--- src/sv/cse_pkg.sv ---
// shared types and constants of the chaocipher symbol engine
package cse_pkg;

    localparam int SYM_W  = 5;
    localparam int KIND_W = 2;

    typedef enum logic [KIND_W-1:0] {
        KIND_LOAD_LEFT  = 2'd0,
        KIND_LOAD_RIGHT = 2'd1,
        KIND_ENCRYPT    = 2'd2,
        KIND_DECRYPT    = 2'd3
    } t_kind;

    typedef enum logic [1:0] {
        ST_IDLE,
        ST_SEARCH,
        ST_TWIST
    } t_state;

    typedef struct packed {
        logic load_left;
        logic load_right;
        logic copy;
        logic rotate;
        logic twist;
    } t_cell_ctl;

endpackage

--- src/sv/cse_cell.sv ---
// one alphabet slot: left and right key entries and working entries
module cse_cell (
    input  logic                     i_clk,
    input  cse_pkg::t_cell_ctl       i_ctl,
    input  logic                     i_load_left,
    input  logic                     i_load_right,
    input  logic [cse_pkg::SYM_W-1:0] i_key_data,
    input  logic [cse_pkg::SYM_W-1:0] i_left_next,
    input  logic [cse_pkg::SYM_W-1:0] i_right_next,
    input  logic [cse_pkg::SYM_W-1:0] i_left_twist,
    input  logic [cse_pkg::SYM_W-1:0] i_right_twist,
    output logic [cse_pkg::SYM_W-1:0] o_left,
    output logic [cse_pkg::SYM_W-1:0] o_right
);

    logic [cse_pkg::SYM_W-1:0] r_left_key;
    logic [cse_pkg::SYM_W-1:0] r_right_key;
    logic [cse_pkg::SYM_W-1:0] r_left_work;
    logic [cse_pkg::SYM_W-1:0] r_right_work;

    always_ff @(posedge i_clk) begin
        if (i_load_left) begin
            r_left_key <= i_key_data;
        end
        if (i_load_right) begin
            r_right_key <= i_key_data;
        end
    end

    // working entries: reload, step one slot toward the zenith, or twist
    always_ff @(posedge i_clk) begin
        if (i_ctl.copy) begin
            r_left_work  <= r_left_key;
            r_right_work <= r_right_key;
        end else if (i_ctl.rotate) begin
            r_left_work  <= i_left_next;
            r_right_work <= i_right_next;
        end else if (i_ctl.twist) begin
            r_left_work  <= i_left_twist;
            r_right_work <= i_right_twist;
        end
    end

    assign o_left  = r_left_work;
    assign o_right = r_right_work;

endmodule

--- src/sv/cse_ctrl.sv ---
// sequencer: accept, search by rotation, twist, result register
module cse_ctrl #(
    parameter int SYMBOLS = 27
) (
    input  logic                      i_clk,
    input  logic                      i_rst_n,
    input  logic                      i_in_valid,
    input  logic [cse_pkg::KIND_W-1:0] i_kind,
    input  logic [cse_pkg::SYM_W-1:0]  i_symbol,
    input  logic                      i_restart,
    input  logic                      i_pos_ok,
    input  logic                      i_sym_ok,
    input  logic [cse_pkg::SYM_W-1:0]  i_left0,
    input  logic [cse_pkg::SYM_W-1:0]  i_right0,
    input  logic                      i_out_stall,
    output logic                      o_in_stall,
    output cse_pkg::t_cell_ctl        o_ctl,
    output logic                      o_take,
    output logic [cse_pkg::SYM_W-1:0]  o_result,
    output logic                      o_out_valid
);

    localparam int CNT_W = (SYMBOLS > 1) ? $clog2(SYMBOLS) : 1;
    localparam logic [CNT_W-1:0] CNT_LAST = CNT_W'(SYMBOLS - 1);

    cse_pkg::t_state           r_state, n_state;
    logic [CNT_W-1:0]          r_count, n_count;
    logic [cse_pkg::SYM_W-1:0] r_sym, n_sym;
    logic                      r_dec, n_dec;
    logic                      r_out_valid, n_out_valid;

    logic w_accept;
    logic w_run;
    logic w_match;
    logic w_out_free;

    always_ff @(posedge i_clk) begin
        if (!i_rst_n) begin
            r_state     <= cse_pkg::ST_IDLE;
            r_count     <= '0;
            r_out_valid <= 1'b0;
        end else begin
            r_state     <= n_state;
            r_count     <= n_count;
            r_out_valid <= n_out_valid;
        end
    end

    always_ff @(posedge i_clk) begin
        r_sym <= n_sym;
        r_dec <= n_dec;
    end

    assign w_accept   = i_in_valid && (r_state == cse_pkg::ST_IDLE);
    assign w_run      = (i_kind == cse_pkg::KIND_ENCRYPT) || (i_kind == cse_pkg::KIND_DECRYPT);
    assign w_match    = (r_dec ? i_left0 : i_right0) == r_sym;
    assign w_out_free = !r_out_valid || !i_out_stall;

    always_comb begin
        n_state        = r_state;
        n_count        = r_count;
        n_sym          = r_sym;
        n_dec          = r_dec;
        o_ctl          = '0;
        o_take         = 1'b0;
        o_ctl.load_left  = w_accept && (i_kind == cse_pkg::KIND_LOAD_LEFT)
                           && i_pos_ok && i_sym_ok;
        o_ctl.load_right = w_accept && (i_kind == cse_pkg::KIND_LOAD_RIGHT)
                           && i_pos_ok && i_sym_ok;
        case (r_state)
            cse_pkg::ST_IDLE: begin
                o_ctl.copy = w_accept && w_run && i_restart;
                if (w_accept && w_run && i_sym_ok) begin
                    n_state = cse_pkg::ST_SEARCH;
                    n_count = '0;
                    n_sym   = i_symbol;
                    n_dec   = (i_kind == cse_pkg::KIND_DECRYPT);
                end
            end
            cse_pkg::ST_SEARCH: begin
                if (w_match) begin
                    // hold the match until the result register frees
                    if (w_out_free) begin
                        o_take  = 1'b1;
                        n_state = cse_pkg::ST_TWIST;
                    end
                end else begin
                    o_ctl.rotate = 1'b1;
                    if (r_count == CNT_LAST) begin
                        n_state = cse_pkg::ST_IDLE;
                    end else begin
                        n_count = r_count + 1'b1;
                    end
                end
            end
            cse_pkg::ST_TWIST: begin
                o_ctl.twist = 1'b1;
                n_state     = cse_pkg::ST_IDLE;
            end
            default: begin
                n_state = cse_pkg::ST_IDLE;
            end
        endcase
        n_out_valid = o_take ? 1'b1 : (r_out_valid && i_out_stall);
    end

    assign o_in_stall  = (r_state != cse_pkg::ST_IDLE);
    assign o_result    = r_dec ? i_right0 : i_left0;
    assign o_out_valid = r_out_valid;

`ifndef SYNTHESIS
    a_run_starts_search: assert property (@(posedge i_clk) disable iff (!i_rst_n)
        (w_accept && w_run && i_sym_ok) |=> (r_state == cse_pkg::ST_SEARCH))
        else $error("in-range run word did not start a search");

    a_twist_one_cycle: assert property (@(posedge i_clk) disable iff (!i_rst_n)
        (r_state == cse_pkg::ST_TWIST) |=> (r_state == cse_pkg::ST_IDLE))
        else $error("twist did not return to idle");

    a_count_bound: assert property (@(posedge i_clk) disable iff (!i_rst_n)
        (r_count <= CNT_LAST))
        else $error("search count past last slot");

    a_search_steps: assert property (@(posedge i_clk) disable iff (!i_rst_n)
        (r_state == cse_pkg::ST_SEARCH && !w_match && r_count != CNT_LAST)
        |=> (r_state == cse_pkg::ST_SEARCH && r_count == $past(r_count) + 1'b1))
        else $error("search did not advance by one slot");

    a_take_sets_valid: assert property (@(posedge i_clk) disable iff (!i_rst_n)
        o_take |=> r_out_valid)
        else $error("taken result not presented");
`endif

endmodule

--- src/sv/chaocipher_symbol_engine.sv ---
// top level of the chaocipher symbol engine: row of alphabet cells and sequencer
//
// channel  direction  handshake                  payload
// input    in         i_in_valid / o_in_stall    i_kind, i_position, i_symbol, i_restart
// output   out        o_out_valid / i_out_stall  o_out_symbol
//
// a load word leaves the sequencer idle; an encrypt or decrypt word holds o_in_stall
// through its search and twist, or through a full search when the symbol is absent
// a cipher word whose symbol is outside the alphabet leaves the sequencer idle, like a load
// the search rotates the whole cell row one slot per cycle until the zenith matches,
// then the twist state applies the nadir moves (right alphabet with its extra shift)
// reset clears the sequencer and the output valid flag; alphabets are undefined until loaded
// a stalled output holds the search at its match until the result register frees
module chaocipher_symbol_engine #(
    parameter int SYMBOLS = 27,
    parameter int NADIR   = 13
) (
    input  logic                      i_clk,
    input  logic                      i_rst_n,
    input  logic                      i_in_valid,
    output logic                      o_in_stall,
    input  logic [cse_pkg::KIND_W-1:0] i_kind,
    input  logic [cse_pkg::SYM_W-1:0]  i_position,
    input  logic [cse_pkg::SYM_W-1:0]  i_symbol,
    input  logic                      i_restart,
    output logic                      o_out_valid,
    input  logic                      i_out_stall,
    output logic [cse_pkg::SYM_W-1:0]  o_out_symbol
);

    // nadir slot, limited to the last slot of the alphabet
    localparam int NADIR_IDX = (NADIR < SYMBOLS - 1) ? NADIR : SYMBOLS - 1;
    localparam logic [cse_pkg::SYM_W:0] SYM_LIMIT = (cse_pkg::SYM_W + 1)'(SYMBOLS);

    cse_pkg::t_cell_ctl        w_ctl;
    logic                      w_take;
    logic                      w_pos_ok;
    logic                      w_sym_ok;
    logic [cse_pkg::SYM_W-1:0] w_result;
    logic [cse_pkg::SYM_W-1:0] r_out_symbol;

    // working alphabets as seen at each cell, slot 0 is the zenith
    logic [cse_pkg::SYM_W-1:0] w_left  [SYMBOLS];
    logic [cse_pkg::SYM_W-1:0] w_right [SYMBOLS];

    assign w_pos_ok = {1'b0, i_position} < SYM_LIMIT;
    assign w_sym_ok = {1'b0, i_symbol} < SYM_LIMIT;

    cse_ctrl #(
        .SYMBOLS (SYMBOLS)
    ) u_ctrl (
        .i_clk       (i_clk),
        .i_rst_n     (i_rst_n),
        .i_in_valid  (i_in_valid),
        .i_kind      (i_kind),
        .i_symbol    (i_symbol),
        .i_restart   (i_restart),
        .i_pos_ok    (w_pos_ok),
        .i_sym_ok    (w_sym_ok),
        .i_left0     (w_left[0]),
        .i_right0    (w_right[0]),
        .i_out_stall (i_out_stall),
        .o_in_stall  (o_in_stall),
        .o_ctl       (w_ctl),
        .o_take      (w_take),
        .o_result    (w_result),
        .o_out_valid (o_out_valid)
    );

    genvar gi;
    generate
        for (gi = 0; gi < SYMBOLS; gi++) begin : g_cell
            localparam int NX  = (gi + 1) % SYMBOLS;
            localparam int NX2 = (gi + 2) % SYMBOLS;

            logic [cse_pkg::SYM_W-1:0] w_left_tw;
            logic [cse_pkg::SYM_W-1:0] w_right_tw;
            logic                      w_hit;

            assign w_hit = (i_position == cse_pkg::SYM_W'(gi));

            // left: zenith already at slot 0, slot 1 moves to the nadir
            if (gi >= 1 && gi < NADIR_IDX) begin : g_lshift
                assign w_left_tw = w_left[NX];
            end else if (gi == NADIR_IDX) begin : g_lnadir
                assign w_left_tw = w_left[1];
            end else begin : g_lhold
                assign w_left_tw = w_left[gi];
            end

            // right: one extra slot of rotation, then slot 2 moves to the nadir
            if (NADIR_IDX > 2 && gi >= 2 && gi < NADIR_IDX) begin : g_rshift
                assign w_right_tw = w_right[NX2];
            end else if (NADIR_IDX > 2 && gi == NADIR_IDX) begin : g_rnadir
                assign w_right_tw = w_right[3];
            end else begin : g_rstep
                assign w_right_tw = w_right[NX];
            end

            cse_cell u_cell (
                .i_clk         (i_clk),
                .i_ctl         (w_ctl),
                .i_load_left   (w_ctl.load_left && w_hit),
                .i_load_right  (w_ctl.load_right && w_hit),
                .i_key_data    (i_symbol),
                .i_left_next   (w_left[NX]),
                .i_right_next  (w_right[NX]),
                .i_left_twist  (w_left_tw),
                .i_right_twist (w_right_tw),
                .o_left        (w_left[gi]),
                .o_right       (w_right[gi])
            );
        end
    endgenerate

    // result register, loaded when the zenith match is taken
    always_ff @(posedge i_clk) begin
        if (w_take) begin
            r_out_symbol <= w_result;
        end
    end

    assign o_out_symbol = r_out_symbol;

endmodule
--- config.mk ---
export PLATFORM = sky130hd
export DESIGN_NAME = chaocipher_symbol_engine
export DESIGN_NICKNAME = d
export VERILOG_FILES = /design/src/sv/cse_pkg.sv /design/src/sv/cse_cell.sv /design/src/sv/cse_ctrl.sv /design/src/sv/chaocipher_symbol_engine.sv
export SDC_FILE = /design/constraint.sdc
export NUM_CORES = 1
export LEC_CHECK = 0
export CORE_UTILIZATION = 35
export CTS_BUF_LIST = sky130_fd_sc_hd__clkbuf_4 sky130_fd_sc_hd__clkbuf_8 sky130_fd_sc_hd__clkbuf_16
export DETAILED_ROUTE_END_ITERATION = 7
export DONT_BUFFER_PORTS = 1
export PLACE_DENSITY = 0.6
export SYNTH_ARGS = -nofsm -noshare
export SYNTH_HDL_FRONTEND = slang
export SYNTH_SLANG_ARGS = --single-unit
--- constraint.sdc ---
create_clock -name i_clk -period 19.49 [get_ports i_clk]
set_input_delay 0 -clock i_clk [delete_from_list [all_inputs] [get_ports i_clk]]
set_output_delay 0 -clock i_clk [all_outputs]
set_load 0.005 [all_outputs]
### After elaboration in Yosys (flattened, before gate mapping)

Cells that the tools add are included.

* flip-flop bits (word level): 559
* bits in latches: 0
* memory bits (writable): 0
* memory bits (read-only): 0
* output and inout bits: 7
* logic and storage cells: 401
* memories: 0

* add/subtract/negate cells: 1
* multipliers: 0
* div/mod/pow operators: 0
* $lt $le $gt $ge: 2
* equal/unequal tests: 38
* shift operators: 0
* mux-type cells: 167
* bitwise operators: 0
* reductions and logical operators: 79

Operators by type and width (number)
* 2-to-1 mux 5 bit: 153
* logical AND 1 bit: 65
* == test 5 bit, second input constant: 12
* == test 5 x 4 -> 1 bit, second input constant: 8
* == test 5 x 3 -> 1 bit, second input constant: 4
* == test 5 x 2 -> 1 bit, second input constant: 2
* < comparator 5 bit, second input constant: 2
* case mux 5 bit (2 select lines): 1
* 2-to-1 mux 1 bit: 8
* 2-to-1 mux 2 bit: 4
* == test 2 bit, second input constant: 3
* inequality test 2 bit, second input constant: 3
* nonzero test 2 bit: 3
* adder 5 x 1 -> 5 bit, second input constant: 1
* == test 5 x 1 -> 1 bit, second input constant: 1
* == test 5 bit: 1
* zero test 5 bit: 1
* == test 2 x 1 -> 1 bit, second input constant: 2
* zero test 2 bit: 2
* case mux 2 bit (2 select lines): 1
* AND reduction 4 bit: 1
* inequality test 3 x 1 -> 1 bit, second input constant: 1
* inequality test 3 bit, second input constant: 1
* AND reduction 3 bit: 1
* other kinds (4): 6

### Logic depth before layout (Yosys ltp)

Gate-level depths: netlist of the first run.

* depth after elaboration: 6
* depth in mapped cells: 9

### By module

A second synthesis of the first run with hierarchy kept.

* cells, all modules: 1639
* area, all modules: 23622.7 sq um

Modules (own cells, without submodules)
* cse_cell: times used 27, cells an instance 54, area an instance 819.5 sq um, sequential area each 600.6 sq um
* cse_ctrl: times used 1, cells an instance 87, area an instance 872.1 sq um, sequential area each 340.3 sq um
* chaocipher_symbol_engine: times used 1, cells an instance 94, area an instance 623.1 sq um, sequential area each 150.1 sq um

### Worst setup path after synthesis of the first run

Ideal clock, no wire load.

* path type: reg-to-reg
* start: register u_ctrl.r_dec
* end: register g_cell[0].u_cell.r_right_work, in the netlist g_cell[0].u_cell.o_right[0] (enable)
* setup time: 1.037 ns
* arrival time: 15.016 ns
* setup slack: 3.437 ns
* stages on the path, launching flop included: 7
* clock period less this slack: 16.053 ns
* cells stage by stage: edfxtp_1 -> buf_4 -> mux2i_1 -> xor2_1 -> nand3_1 -> nor2_1 -> o21ai_0

* word-level cells in the longest chain between the ends: 5

RTL lines
* start, declared: line cse_ctrl.sv:29 `logic r_dec, n_dec;`
* start signal, assigned: line cse_ctrl.sv:51 `r_dec <= n_dec;`
* 2-to-1 mux 5 bit: line cse_ctrl.sv:56 `assign w_match = (r_dec ? i_left0 : i_right0) == r_sym;`
* == test 5 bit: line cse_ctrl.sv:56
* 2-to-1 mux 1 bit: line cse_ctrl.sv:81 `if (w_match) begin`
* 2-to-1 mux 1 bit: line cse_ctrl.sv:70 `case (r_state)`
* nonzero test 3 bit (no line)
* end signal, assigned: line cse_cell.sv:34 `r_right_work <= r_right_key;`
* end signal, assigned: line cse_cell.sv:37 `r_right_work <= i_right_next;`
* end signal, assigned: line cse_cell.sv:40 `r_right_work <= i_right_twist;`
* end, declared: line cse_cell.sv:19 `logic [cse_pkg::SYM_W-1:0] r_right_work;`

No other way between the ends.
A chain may end at the register's enable or synchronous reset.

### Final worst setup path of the first run

* start: register u_ctrl.r_dec
* end: register g_cell[1].u_cell.r_left_work, in the netlist g_cell[1].u_cell.o_left[0] (enable)

* word-level cells in the longest chain between the ends: 5

RTL lines
* 2-to-1 mux 5 bit: line cse_ctrl.sv:56
* == test 5 bit: line cse_ctrl.sv:56
* 2-to-1 mux 1 bit: line cse_ctrl.sv:81
* 2-to-1 mux 1 bit: line cse_ctrl.sv:70
* nonzero test 3 bit (no line)
* end signal, assigned: line cse_cell.sv:33 `r_left_work <= r_left_key;`
* end signal, assigned: line cse_cell.sv:36 `r_left_work <= i_left_next;`
* end signal, assigned: line cse_cell.sv:39 `r_left_work <= i_left_twist;`
* end, declared: line cse_cell.sv:18 `logic [cse_pkg::SYM_W-1:0] r_left_work;`

No other way between the ends.

==> run_results.csv, run 1 <==
group,metric,value,unit
run_status,status,"finished, final reports clean",
floorplanning,core-area,63200,µm²
setup_path,critical_path_class,"reg2reg",
synthesis,synth_largest_area_cell,"edfxtp_1",
setup_path,cp.arrival,3820,ps
min_path,hold_path_class,"in2reg",
floorplanning,die_h,255,µm
floorplanning,initial_core_util,35.5,%
cells_and_area,fin_util,40.1,%
placed_design,port-buffer-count,0,
setup_path,crit_path_max_fanout,172,
global_route,gr-usage-all-layers,15.9,%
setup_path,startpoint_type,"register",
cells_and_area,n_antenna_cell,0,
power,ir_drop,60.9,µV
global_route,antenna_found_initial,5,
synthesis,syn_area,22400,µm²
routing,wl_per_cell,18.3,µm
power,p_total,2650,µW
cells_and_area,drive_above_1_share,6.54,%
floorplanning,pin_count,24,
clock_network,numCtsBuffers,57,
sta,final_hold_viol_count,0,
placed_design,dp_hpwl,25600,µm
cells_and_area,fillers,5818,
synthesis,synth.net_count,1912,
synthesis,synth_seq_cells,559,
clock_network,clock_sinks,559,
routing,drc_errors,0,
cells_and_area,syn2layout_area_growth,13.2,%
setup_path,end_kind,"register",
sta,fin_crit_sh,18.5,%
global_route,grt_max_degree,173,
routing,met1_length,23000,µm
routing,initialDrtViolationCount,1556,
cells_and_area,multiInputGateArea,5280,µm²
global_route,grt_pass1_wl,78800,µm
routing,met2_length,21700,µm
clock_network,clkSlewWorstSetupHoldPaths,60,ps
clock_network,cts_buffer_depth,3,
sta,fmax,278,MHz
routing,highest_layer,"met5",
clock_network,root_buffer,"clkbuf_16",
global_route,grt_overflow,0,
clock_network,postCtsSetupBuffers,0,
synthesis,synth_area_leaders,"edfxtp_1 (74%), nand2_1 (11%), nor2_1 (5.3%)",
floorplanning,die_w,255,µm
clock_network,cts_tree,"done",
sta,rsz0062_at_grt,"no",
cells_and_area,regArea,16700,µm²
synthesis,synthesis.yosys.warnings,0,
power,p_leak,0.00907,µW
routing,num_vias,13800,
floorplanning,rows,92,
routing,ant_nets,0,
routing,viasPerCell,4.98,
clock_network,clk_latency,610,ps
synthesis,synthCells,1893,
routing,first_pass_iters,5,
clock_network,cts_htree_levels,2,
sta,tns,0,ps
setup_path,required,19710,ps
cells_and_area,nets,1903,
routing,wl,50600,µm
global_route,grt_pass1_vias,13400,
placed_design,place.gp.congestion,0.797,
sta,fin_crit,3600,ps
run,drv_cap,0,
sta,drv_slew,0,
cells_and_area,final_common_cell,"nand2_1",
sta,report.final.setup_viol,0,
sta,worst_pin_slew,1200,ps
synthesis,ys_seq_area_share,74.5,%
synthesis,synth_top_area_share,73.8,%
cells_and_area,layout_common_cells,"nand2_1 (637), edfxtp_1 (551), nor2_1 (316)",
power,powerDensity,104,nW/µm²
sta,maxSlewHeadroom,19.8,%
routing,route.met3.wl,4790,µm
synthesis,ys_types,40,
sta,skew,12.6,ps
synthesis,avgSynthCellArea,11.8,µm²
floorplanning,die_area,65000,µm²
==> area by class of cell <==
cell class	instances	area share (%)
clock inverters	28	1.20
inverters	5	0.0740
flip-flops and latches	559	65.9
well taps	846	4.17
multi-input cells	1226	20.8
repair buffers	35	1.65
clock buffers	74	6.26
==> what timing repair did <==
action	4_1_cts	5_1_grt
hold buffers	22	0
hold endpoints to repair	350	0
gates resized for setup	0	0
==> final timing paths <==
kind,start,to,slack [ps],depth (start not counted)
worst max-delay path,u_ctrl.r_dec,g_cell[1].u_cell.o_left[0],15890,6
worst min-delay path,i_position[2],g_cell[26].u_cell.r_right_key[2],50,3
worst max register to register,u_ctrl.r_dec,g_cell[1].u_cell.o_left[0],15890,6
worst min register to register,g_cell[4].u_cell.r_left_key[2],g_cell[4].u_cell.o_left[2],500,2
==> worst max-delay path, cell delays in order (launching register included) <==
cell      delay, ps
edfxtp_1        610
mux2i_1         280
xor2_1           90
nand3_1         180
nor2_1          220
o21ai_4         860
buf_12          690
==> registers in the layout (all words and copies together) (netlist names), 2 cells and up <==
signal                     count
u_ctrl.r_sym                   5
g_cell.u_cell.o_left         135
u_ctrl.r_count                 5
u_ctrl.r_state                 2
g_cell.u_cell.r_right_key    135
g_cell.u_cell.o_right        135
o_out_symbol                   5
g_cell.u_cell.r_left_key     135
==> per-layer routing <==
layer	vias to the layer above	track usage, %
met5	-	0
met4	4	4.50
met3	77	4.23
met2	491	23.2
met1	6723	23.1
li1	6520	-
==> through the flow <==
stage	instances	area (µm²)	hold WS (ps)	worst slack, ps
detailed placement	2649	23200	114	15920
global placement	2649	23200	114	16030
floorplan	1893	22400	98.9	3440
CTS	2773	25400	6.10	15920
finish	2773	25400	52.4	15890
global route	2773	25400	76.5	15660
==> cells by family (layout without fill, tap and decap cells) <==
family	Yosys count	count (layout)	share of synthesized area (%)
AO/OA/AOI/OAI	153	153	4.02
XOR/XNOR	5	5	0.195
adder cells (fa/ha/maj)	2	2	0.112
buffers and inverters	108	142	2.14
flip-flops	559	559	74.5
multiplexers	10	10	0.475
AND/OR/NAND/NOR	1056	1056	18.5
==> Yosys cell counts (all sizes together) <==
cell      n
xor2      5
and3b     1
nor2b     4
inv       5
clkbuf   66
nand3b    2
mux2      5
dfxtp     8
a21boi    1
nor3     67
or3b      1
and3      1
nand2   639
o21ai     7
mux2i     5
and2      1
or2       4
a41oi     1
nand2b    4
edfxtp  551
nor3b     2
nor2    319
buf      37
a31oi     2
o211ai    2
o22ai    66
o32ai     1
o21bai    1
ha        2
a311oi    1
a21oi    71
or4       4
nand3     6
or3       1
==> report_power, final <==
part	leakage, µW	total, µW	switching (µW)	internal, µW
sequential	0.00511	1390	19.4	1370
clock	0.000941	1110	444	663
combinational	0.00302	151	107	43.4
Note: power is estimated with default switching activity, not from simulation.
==> run 2, diff against run 1 <==
--- a/config.mk
+++ b/config.mk
@@ -5,6 +5,7 @@
 export SDC_FILE = /design/constraint.sdc
 export NUM_CORES = 1
 export LEC_CHECK = 0
+export ABC_AREA = 1
 export CORE_UTILIZATION = 35
 export CTS_BUF_LIST = sky130_fd_sc_hd__clkbuf_4 sky130_fd_sc_hd__clkbuf_8 sky130_fd_sc_hd__clkbuf_16
 export DETAILED_ROUTE_END_ITERATION = 7
==> constraint.sdc (replaced) <==
create_clock -name i_clk -period 3.59 [get_ports i_clk]
set_input_delay 0 -clock i_clk [delete_from_list [all_inputs] [get_ports i_clk]]
set_output_delay 0 -clock i_clk [all_outputs]
set_load 0.005 [all_outputs]
==> run 2 against run 1 <==
Against the previous run:
- hold slack got worse by 26 ps
- via count fell by 4.1%
- highest routed layer unchanged
- largest power group unchanged
- utilization is 0.25 points higher
- register-to-register slack worse by 15000 ps
- global-route usage shrank 0.47 points
- sequential power rose to 5.5 times the previous value
==> run_results.csv, run 2 <==
group,metric,value,unit
cells_and_area,drive_above_1_share,6.39,%
routing,viasPerCell,4.78,
synthesis,synthesis.yosys.warnings,0,
synthesis,synth_seq_cells,559,
run_status,status,"finished, final reports clean",
synthesis,synth_largest_area_cell,"edfxtp_1",
clock_network,clock_sinks,559,
clock_network,cts_htree_levels,2,
synthesis,ys_seq_area_share,75.8,%
sta,fin_crit_sh,76.5,%
clock_network,cts_tree,"done",
global_route,gr-usage-all-layers,15.4,%
routing,first_pass_iters,5,
routing,ant_nets,0,
placed_design,dp_cells,2636,
global_route,antenna_found_initial,8,
global_route,grt_overflow,0,
sta,worst_pin_slew,1170,ps
placed_design,dp_slack,966,ps
synthesis,synthArstFlopShare,0,%
setup_path,worstReg2RegStart,"u_ctrl.r_dec",
run,drv_cap,0,
sta,drv_slew,0,
routing,wl,48300,µm
sta,worst_slack,844,ps
routing,wl_per_cell,17.4,µm
floorplanning,rows,91,
sta,fin_crit,2750,ps
setup_path,crit_path_max_fanout,67,
synthesis,synth_edf_count,551,
cells_and_area,fin_area,25000,µm²
power,powerDensity,572,nW/µm²
floorplanning,pin_count,24,
global_route,grt_pass1_vias,12900,
global_route,grt_pass1_wl,75400,µm
synthesis,synth_area_leaders,"edfxtp_1 (75%), nand2_1 (15%), nand3_1 (3.7%)",
routing,drc_errors,0,
global_route,grt_max_degree,214,
sta,fmax,364,MHz
sta,final_hold_viol_count,0,
sta,skew,20.5,ps
synthesis,synthCells,1872,
synthesis,ys_types,24,
setup_path,startpoint_type,"register",
cells_and_area,stdcell_count,2768,
routing,num_vias,13200,
setup_path,r2r-end,"u_ctrl.r_state[0]",
cells_and_area,final_common_cell,"nand2_1",
synthesis,avgSynthCellArea,11.8,µm²
placed_design,place.gp.congestion,0.821,
synthesis,synth_xor_area_share,0,%
synthesis,yosys.area_share.simple,20.2,%
power,ir_drop,426,µV
sta,report.final.setup_viol,0,
clock_network,cts_repair_resize_count,0,
synthesis,synth.net_count,1891,
clock_network,cts_buffer_depth,3,
setup_path,end_kind,"register",
clock_network,clkSlewWorstSetupHoldPaths,60,ps
routing,initialDrtViolationCount,1326,
min_path,min_to,"g_cell[23].u_cell.r_right_key[0]",
sta,tns,0,ps
synthesis,synth_top_area_share,75.1,%
clock_network,clk_latency,610,ps
cells_and_area,nets,1901,
sta,maxSlewHeadroom,22.0,%
setup_path,cp.arrival,3300,ps
synthesis,syn_area,22000,µm²
synthesis,synth.area.mux_share,0,%
synthesis,synth_commonest_cells,"nand2_1 (858), edfxtp_1 (551), nand3_1 (163)",
setup_path,required,4150,ps
clock_network,numCtsBuffers,57,
synthesis,synth.most_common_cell,"nand2_1",
synthesis,synth_top_family_by_area,"simple AND/OR/NAND/NOR gates",
floorplanning,die_h,253,µm
setup_path,critical_path_class,"reg2reg",
placed_design,dp_hpwl,25300,µm
floorplanning,die_area,64000,µm²
synthesis,synth_fa_ha_area_share,0.114,%
cells_and_area,syn2layout_area_growth,13.5,%
clock_network,root_buffer,"clkbuf_16",
min_path,holdPathStages,3,
min_path,min_from,"i_position[3]",
setup_path,rrSetupSlack,840,ps
floorplanning,initial_core_util,35.6,%
sta,rsz0062_at_grt,"no",
placed_design,dpl-instance-area,22900,µm²
setup_path,r2r_cells,14,
floorplanning,core-area,61900,µm²
synthesis,synth_compound_area_share,0.397,%
placed_design,port-buffer-count,0,
min_path,hold_path_class,"in2reg",
synthesis,ys.flop_type,"edfxtp_1",
power,p_total,14300,µW
power,p_leak,0.00961,µW
cells_and_area,layout_common_cells,"nand2_1 (853), edfxtp_1 (551), nand3_1 (162)",
floorplanning,die_w,253,µm
run 2: per-stage QoR:
step	utilization [%]	hold WS, ps
after floorplan	-	97.6
after global placement	37.0	112
after detailed placement	37.0	114
after CTS	40.4	0.174
after global routing	40.4	38.6
final	40.4	26.8
run 2: cell type report:
cell class	instances	area, µm²
fill	5890	36900
sequential	559	16700
multi-input combinational	1133	4600
clock buffer	73	1580
tap	837	1050
timing repair buffer	37	500
inverter	94	360
clock inverter	30	214
antenna	5	12.5
run 2: worst max path at each step:
stage                 startpoint                           end  slack [ps]  cells past startpoint
floorplan           u_ctrl.r_dec   g_cell[0].u_cell.o_right[0]        -100                     12
global placement    u_ctrl.r_dec  g_cell[19].u_cell.o_right[1]        1020                     11
global route        u_ctrl.r_dec             u_ctrl.r_state[0]         550                     14
detailed placement  u_ctrl.r_dec  g_cell[20].u_cell.o_right[3]         970                     11
finish              u_ctrl.r_dec             u_ctrl.r_state[0]         840                     14
CTS                 u_ctrl.r_dec             u_ctrl.r_state[0]         840                     14
run 2: logic make-up (layout without fill, tap and decap cells):
family	after synthesis	after routing
flip-flops	559	559
other	0	5
AO/OA/AOI/OAI	17	17
AND/OR/NAND/NOR	1114	1114
buffers and inverters	180	234
adder cells (fa/ha/maj)	2	2
run 2: repair_timing:
item | in CTS | in global routing
hold buffers | 24 | 0
setup buffers | 0 | 0
endpoints found under the hold margin | 489 | 0
run 2: power breakdown:
| part | leakage (µW) | switching [µW] | total, µW | internal, µW |
|---|---|---|---|---|
| logic | 0.00357 | 672 | 933 | 261 |
| registers | 0.00513 | 91.4 | 7660 | 7560 |
| clock network | 0.000904 | 2410 | 5710 | 3300 |
| total | 0.00961 | 3170 | 14300 | 11100 |
run 2: per-layer routing:
layer	GRT usage [%]	vias up	wire (µm)
met5	0	-	61
met4	3.79	10	921
met3	3.65	82	3780
met2	23.9	381	22000
met1	21.7	6481	21500
li1	-	6289	-
run 2: critical path: stages (launching register included):
cell and delay [ps]:
edfxtp_1 580, inv_2 140, nand2_1 120, nand2_1 60, nand2_1 50, nand2_1 60, nand2_2 80, nor2_4 40
nand2_2 70, buf_4 560, nand2_1 150, nand3_1 110, nand2_1 50, dlygate4sd3_1 560, inv_1 50
